--- config.mk ---
export PLATFORM = sky130hd
export DESIGN_NAME = ale_ctrl
export DESIGN_NICKNAME = d
export VERILOG_FILES = /design/src/ale_pkg.sv /design/src/ale_ctrl.sv
export SDC_FILE = /design/constraint.sdc
export NUM_CORES = 1
export LEC_CHECK = 0
export BUFFER_PORTS_ARGS = -buffer_cell sky130_fd_sc_hd__clkbuf_2
export CORE_MARGIN = 5
export CORE_UTILIZATION = 45
export DETAILED_ROUTE_END_ITERATION = 10
export HOLD_SLACK_MARGIN = 0.08
export PLACE_DENSITY = 0.66
export SKIP_LAST_GASP = 1
export SYNTH_ARGS = -nofsm -noshare
export SYNTH_HDL_FRONTEND = slang
export SYNTH_SLANG_ARGS = --single-unit
--- constraint.sdc ---
create_clock -name clk -period 6.3 [get_ports clk]
set_clock_uncertainty 0.05 [all_clocks]
set_input_delay 0.945 -clock clk [delete_from_list [all_inputs] [get_ports clk]]
set_output_delay 0.945 -clock clk [all_outputs]
set_load 0.02 [all_outputs]
--- src/ale_pkg.sv ---
`timescale 1ns / 1ps
// ============================================================================
// ale_pkg
// Shared constants and types of the array list engine.
// ============================================================================
package ale_pkg;

    localparam int DEPTH = 64;
    localparam int AW    = $clog2(DEPTH);
    localparam int CW    = $clog2(DEPTH + 1);
    localparam int SW    = CW + 1;

    localparam logic [2:0] KIND_INSERT  = 3'd0;
    localparam logic [2:0] KIND_DELETE  = 3'd1;
    localparam logic [2:0] KIND_READ    = 3'd2;
    localparam logic [2:0] KIND_FIND    = 3'd3;
    localparam logic [2:0] KIND_REVERSE = 3'd4;
    localparam logic [2:0] KIND_SORT    = 3'd5;

    localparam logic [2:0] ST_OK       = 3'd0;
    localparam logic [2:0] ST_EMPTY    = 3'd1;
    localparam logic [2:0] ST_BADIDX   = 3'd2;
    localparam logic [2:0] ST_NOTFOUND = 3'd3;
    localparam logic [2:0] ST_FULL     = 3'd4;

    typedef enum logic [4:0] {
        OP_IDLE,
        OP_LOAD,
        OP_CHECK,
        OP_INS_RD,
        OP_INS_WR,
        OP_INS_PUT,
        OP_DEL_RD,
        OP_DEL_WR,
        OP_RD_RD,
        OP_RD_EMIT,
        OP_FND_RD,
        OP_FND_CMP,
        OP_REV_RD,
        OP_REV_WA,
        OP_REV_WB,
        OP_SRT_W,
        OP_SRT_S,
        OP_SRT_MRD,
        OP_SRT_MWR,
        OP_SRT_CRD,
        OP_SRT_CWR
    } dp_op_t;

    typedef struct packed {
        logic       finish;
        logic [2:0] kind;
        logic       ins_more;
        logic       del_more;
        logic       fnd_more;
        logic       rev_more;
        logic       w_more;
        logic       s_more;
        logic       m_more;
        logic       c_more;
    } dp_stat_t;

endpackage

--- src/ale_ctrl.sv ---
`timescale 1ns / 1ps
// ============================================================================
// ale_ctrl
// Controller of the array list engine: sequences datapath operations.
// ============================================================================
module ale_ctrl
    import ale_pkg::*;
(
    input  logic     clk,
    input  logic     rst_n,
    input  logic     start,
    input  dp_stat_t stat,
    output dp_op_t   op,
    output logic     busy
);

    typedef enum logic [19:0] {
        S_IDLE    = 20'h00001,
        S_CHECK   = 20'h00002,
        S_INS_RD  = 20'h00004,
        S_INS_WR  = 20'h00008,
        S_INS_PUT = 20'h00010,
        S_DEL_RD  = 20'h00020,
        S_DEL_WR  = 20'h00040,
        S_RD_RD   = 20'h00080,
        S_RD_EMIT = 20'h00100,
        S_FND_RD  = 20'h00200,
        S_FND_CMP = 20'h00400,
        S_REV_RD  = 20'h00800,
        S_REV_WA  = 20'h01000,
        S_REV_WB  = 20'h02000,
        S_SRT_W   = 20'h04000,
        S_SRT_S   = 20'h08000,
        S_SRT_MRD = 20'h10000,
        S_SRT_MWR = 20'h20000,
        S_SRT_CRD = 20'h40000,
        S_SRT_CWR = 20'h80000
    } state_t;

    state_t state_reg;
    state_t state_next;

    assign busy = (state_reg != S_IDLE);

    always_ff @(posedge clk or negedge rst_n)
    begin
        if (!rst_n)
        begin
            state_reg <= S_IDLE;
        end
        else
        begin
            state_reg <= state_next;
        end
    end

    always_comb
    begin
        state_next = state_reg;
        op         = OP_IDLE;
        case (state_reg)
            S_IDLE:
            begin
                if (start)
                begin
                    op         = OP_LOAD;
                    state_next = S_CHECK;
                end
            end
            S_CHECK:
            begin
                op = OP_CHECK;
                if (stat.finish)
                begin
                    state_next = S_IDLE;
                end
                else
                begin
                    case (stat.kind)
                        KIND_INSERT:  state_next = S_INS_RD;
                        KIND_DELETE:  state_next = S_DEL_RD;
                        KIND_READ:    state_next = S_RD_RD;
                        KIND_FIND:    state_next = S_FND_RD;
                        KIND_REVERSE: state_next = S_REV_RD;
                        KIND_SORT:    state_next = S_SRT_W;
                        default:      state_next = S_IDLE;
                    endcase
                end
            end
            S_INS_RD:
            begin
                op         = OP_INS_RD;
                state_next = stat.ins_more ? S_INS_WR : S_INS_PUT;
            end
            S_INS_WR:
            begin
                op         = OP_INS_WR;
                state_next = S_INS_RD;
            end
            S_INS_PUT:
            begin
                op         = OP_INS_PUT;
                state_next = S_IDLE;
            end
            S_DEL_RD:
            begin
                op         = OP_DEL_RD;
                state_next = stat.del_more ? S_DEL_WR : S_IDLE;
            end
            S_DEL_WR:
            begin
                op         = OP_DEL_WR;
                state_next = S_DEL_RD;
            end
            S_RD_RD:
            begin
                op         = OP_RD_RD;
                state_next = S_RD_EMIT;
            end
            S_RD_EMIT:
            begin
                op         = OP_RD_EMIT;
                state_next = S_IDLE;
            end
            S_FND_RD:
            begin
                op         = OP_FND_RD;
                state_next = stat.fnd_more ? S_FND_CMP : S_IDLE;
            end
            S_FND_CMP:
            begin
                op         = OP_FND_CMP;
                state_next = S_FND_RD;
            end
            S_REV_RD:
            begin
                op         = OP_REV_RD;
                state_next = stat.rev_more ? S_REV_WA : S_IDLE;
            end
            S_REV_WA:
            begin
                op         = OP_REV_WA;
                state_next = S_REV_WB;
            end
            S_REV_WB:
            begin
                op         = OP_REV_WB;
                state_next = S_REV_RD;
            end
            S_SRT_W:
            begin
                op         = OP_SRT_W;
                state_next = stat.w_more ? S_SRT_S : S_IDLE;
            end
            S_SRT_S:
            begin
                op         = OP_SRT_S;
                state_next = stat.s_more ? S_SRT_MRD : S_SRT_W;
            end
            S_SRT_MRD:
            begin
                op         = OP_SRT_MRD;
                state_next = stat.m_more ? S_SRT_MWR : S_SRT_CRD;
            end
            S_SRT_MWR:
            begin
                op         = OP_SRT_MWR;
                state_next = S_SRT_MRD;
            end
            S_SRT_CRD:
            begin
                op         = OP_SRT_CRD;
                state_next = stat.c_more ? S_SRT_CWR : S_SRT_S;
            end
            S_SRT_CWR:
            begin
                op         = OP_SRT_CWR;
                state_next = S_SRT_CRD;
            end
            default:
            begin
                state_next = S_IDLE;
            end
        endcase
    end

endmodule

* Word level (Yosys, flattened, before mapping)
Index checks and enable logic that the tools add are counted.
** Cells by class
- Equal/unequal tests :: 27
- Mux-type cells :: 14
- Reductions and logical operators :: 1
** Operator list (number)
- $pmux 20 s18 :: 1
- $pmux 5 s20 :: 1
- $pmux 15 s6 :: 1
- $mux 20 :: 2
- $eq 20x1->1 const B :: 1
- $eq 20x10->1 const B :: 1
- $eq 20x11->1 const B :: 1
- $eq 20x12->1 const B :: 1
- $eq 20x13->1 const B :: 1
- $eq 20x14->1 const B :: 1
- $eq 20x15->1 const B :: 1
- $eq 20x16->1 const B :: 1
- $eq 20x17->1 const B :: 1
- $eq 20x18->1 const B :: 1
- $eq 20x19->1 const B :: 1
- $eq 20x2->1 const B :: 1
- $eq 20x20->1 const B :: 1
- $eq 20x3->1 const B :: 1
- $eq 20x4->1 const B :: 1
- $eq 20x5->1 const B :: 1
- $eq 20x6->1 const B :: 1
- $eq 20x7->1 const B :: 1
- $eq 20x8->1 const B :: 1
- $eq 20x9->1 const B :: 1
- other kinds (15) :: 17
** Storage, ports and cells
- Register bits after elaboration :: 20
- Input port bits :: 15
- Output and inout bits :: 6
- Word-level logic and storage cells :: 43

* Longest topological paths before layout
- Word-level depth :: 4
- Depth in mapped cells :: 7
- Depth with buffers taken out :: 6

* Least setup slack after synthesis
No wires, ideal clock.
- Path type :: register to output
- Start point :: register state_reg[4]
- End point :: output op[0]
- Arrival time :: 1.941 ns
- Data required time :: 5.305 ns
- Path slack :: 3.364 ns
- Cell stages (with the launch flop) :: 6
- Path buffers :: 0
- Cells stage by stage :: dfrtp_1 -> nor4_4 -> nand4_2 -> or4_4 -> and4_1 -> nand4b_1
** On the way
- Word-level cells in the longest chain between the ends :: 2
- Elaborated cells between the ends (all ways) :: 21
- Those cells by class :: eq/ne: 20; mux: 1
** Ends and longest elaborated chain
- start: declaration :: line ale_ctrl.sv:40 : state_t state_reg;
- start signal: assignment :: line ale_ctrl.sv:53 : state_reg <= state_next;
- $eq 20x20->1, or another cell as far along :: line ale_ctrl.sv:61 : case (state_reg)
- $pmux 5 s20 * :: line ale_ctrl.sv:61
- end: declaration :: line ale_ctrl.sv:13 : output dp_op_t op,
Mark *: on every way between the ends. The rest lies on a longest branch, timed or not.

* Worst setup path in the final report
- Start point :: register state_reg[16]
- End point :: output op[0]
The elaborated chain is that of the path after synthesis.

==> impl_metrics.ini <==
[worst_setup_path]
critPathBufInv = 1
path_cells = nor4_4, nand2_1, nor4b_2, nand4_1, and4_1, nand4b_1, clkbuf_2
cp_max_fo = 6
crit_type = reg2out
worst_setup_path_end_kind = output pin
crit_family = simple AND/OR/NAND/NOR gates
cp-start-kind = flop
arrival_ps = 2660
crit_required_ps = 5300
slowest_delay_ps = 470
critical-path-slowest-cell = dfrtp_1

[clock_tree]
post_cts_buffers = 0
insertion_delay_ps = 310
clkTransAtPathRegs_ps = 120
cts_root_buf = clkbuf_4
clock_path_buffers = 2
holdBufCountCts = 0
cts-htree-levels = 1
cts.sinks = 20
cts_resized = 0
cts_inserted_buffers = 3
cts_tree = built

[drt]
dr.pass1.iters = 4
final_antenna_net_count = 0
routed_wl_mm = 3.42
via_per_inst = 6.07
wl_per_cell_um = 17.7
drt_iter0_drc = 70
drt_drc_violations_left = 0
vias = 1171

[global_route]
grt_overflow_total = 0
grt_max_degree = 21
track_usage_pct = 18.2
grt_pass1_wl_mm = 5.91
antenna_found_initial = 0
grt_pass1_vias = 1237

[power_and_ir_drop]
vdd_drop_max_mv = 0.188
p_leak_nw = 0.711
cell_internal_pwr_mw = 0.218
clkPwrFrac_pct = 19.2
p_per_area_nw_per_um2 = 234
finalPower_mw = 0.356
p_switching_mw = 0.137
netSwitchingFraction_pct = 38.6
power.sequential.fraction_pct = 41.9
share_comb_of_total_power_pct = 38.9

[run_status]
status = finished, final reports clean

[die]
rows = 20
start_util_pct = 45.8
fp.coreArea_sq_um = 2980
fp.dieW_um = 65.1
die-area_sq_um = 4230
fp.dieH_um = 65.1
io_pins = 21

[timing]
fin_crit_ps = 3650
finalSetupTns_ps = 0
slew_violations = 0
worstMarginPinSlew_ps = 530
hold_viol_final = 0
finalCritPeriodShare_pct = 58.0
slew_headroom_pct = 64.1
fmax_ghz = 0.274
rsz0062_at_grt = no
setup_viol_count_final = 0
worst_hold_slack_ps = 532

[synthesis]
syn-num-nets = 154
ys_top_cells_by_count = dfrtp_1 (19), nor2_1 (15), inv_1 (10), nor3_1 (8), nand2_1 (6)
ys_seq_elements = 20
syn_avg_cell_area_sq_um = 9.82
synth_flop_cell = dfrtp_1
synth_cell_types = 44
yosys.area.top_type_share_pct = 34.8
synth-edff-count = 0
yosys_warnings = 0
synthArstFlopShare_pct = 100
netlist_top_cells_area = dfrtp_1 (35%), nor4_4 (7.8%), nor2_1 (4.1%)
syn_inst = 139
syn_area_sq_um = 1370
yosysMostFrequentCell = dfrtp_1
synth_top_area_cell = dfrtp_1
synth_seq_area_share_pct = 36.8

[final_layout]
antenna_cells = 0
final_util_pct = 51.0
syn_to_final_growth_pct = 11.2
drive_gt1_share_pct = 25.0
largest_reg_flops = 20
nets = 176

[min_path]
hold_path_class = in2async

[place]
portBuffers = 20
place_hpwl_mm = 2.79
place_congestion = 0.919

[flow_run]
drv_cap = 0
==> power by group through the flow <==
stage	Combinational [mW]	Sequential [mW]	Clock, mW
2_1_floorplan	0.101	0.149	0
3_3_place_gp	0.136	0.151	0
3_5_place_dp	0.137	0.151	0
4_1_cts	0.138	0.149	0.0681
5_1_grt	0.153	0.150	0.0776
6_report	0.138	0.149	0.0684
==> cells by family after synthesis <==
family          Yosys count  share of synthesized area [%]
mux                       1                          0.733
compound gates           21                           11.2
simple gates             79                           44.3
buf+inv                  13                           3.85
xor+xnor                  5                           3.21
flops                    20                           36.8
==> metal layers <==
layer | vias up | wire length, um | part of all wire (%) | global-route usage (%)
li1 | 571 | - | - | -
met1 | 564 | 1510 | 44 | 23.4
met2 | 27 | 1680 | 49 | 30.3
met3 | 9 | 164 | 4.8 | 3.81
met4 | 0 | 65 | 1.9 | 5.96
met5 | - | 0 | 0 | 0
==> cell type report <==
cell class	count	area (sq um)
Inverter	10	37.5
Multi-Input combinational cell	106	811
Fill cell	283	1460
Timing Repair Buffer	20	100
Tap cell	33	41.3
Clock buffer	4	26.3
Sequential cell	20	502
==> through the flow <==
stage	setup slack, ps	area [sq um]	instances
finish	2650	1520	193
global route	2450	1520	193
CTS	2660	1520	193
detailed placement	3030	1490	189
global placement	3040	1490	189
floorplan	3360	1370	139
==> cells in the final DEF (no fill, tap or decap), drive strengths merged, types with 6 or more instances in the layout <==
master / count
clkbuf: 24
dfrtp: 19
nor2: 15
inv: 10
nor3: 8
nand2: 6
nor4: 6
==> final timing paths <==
kind                            slack (ps)            end  cells after the start          start
worst max-delay path                  2650          op[0]                      7  state_reg[16]
worst min-delay path                   530  state_reg[13]                      1          rst_n
max in group asynchronous             5300   state_reg[0]                      1          rst_n
worst min register to register         530  state_reg[18]                      1  state_reg[17]
worst max register to register        4000   state_reg[0]                      6  state_reg[16]
min in group clk                       530  state_reg[18]                      1  state_reg[17]
Power figures use the tool's default switching activity.
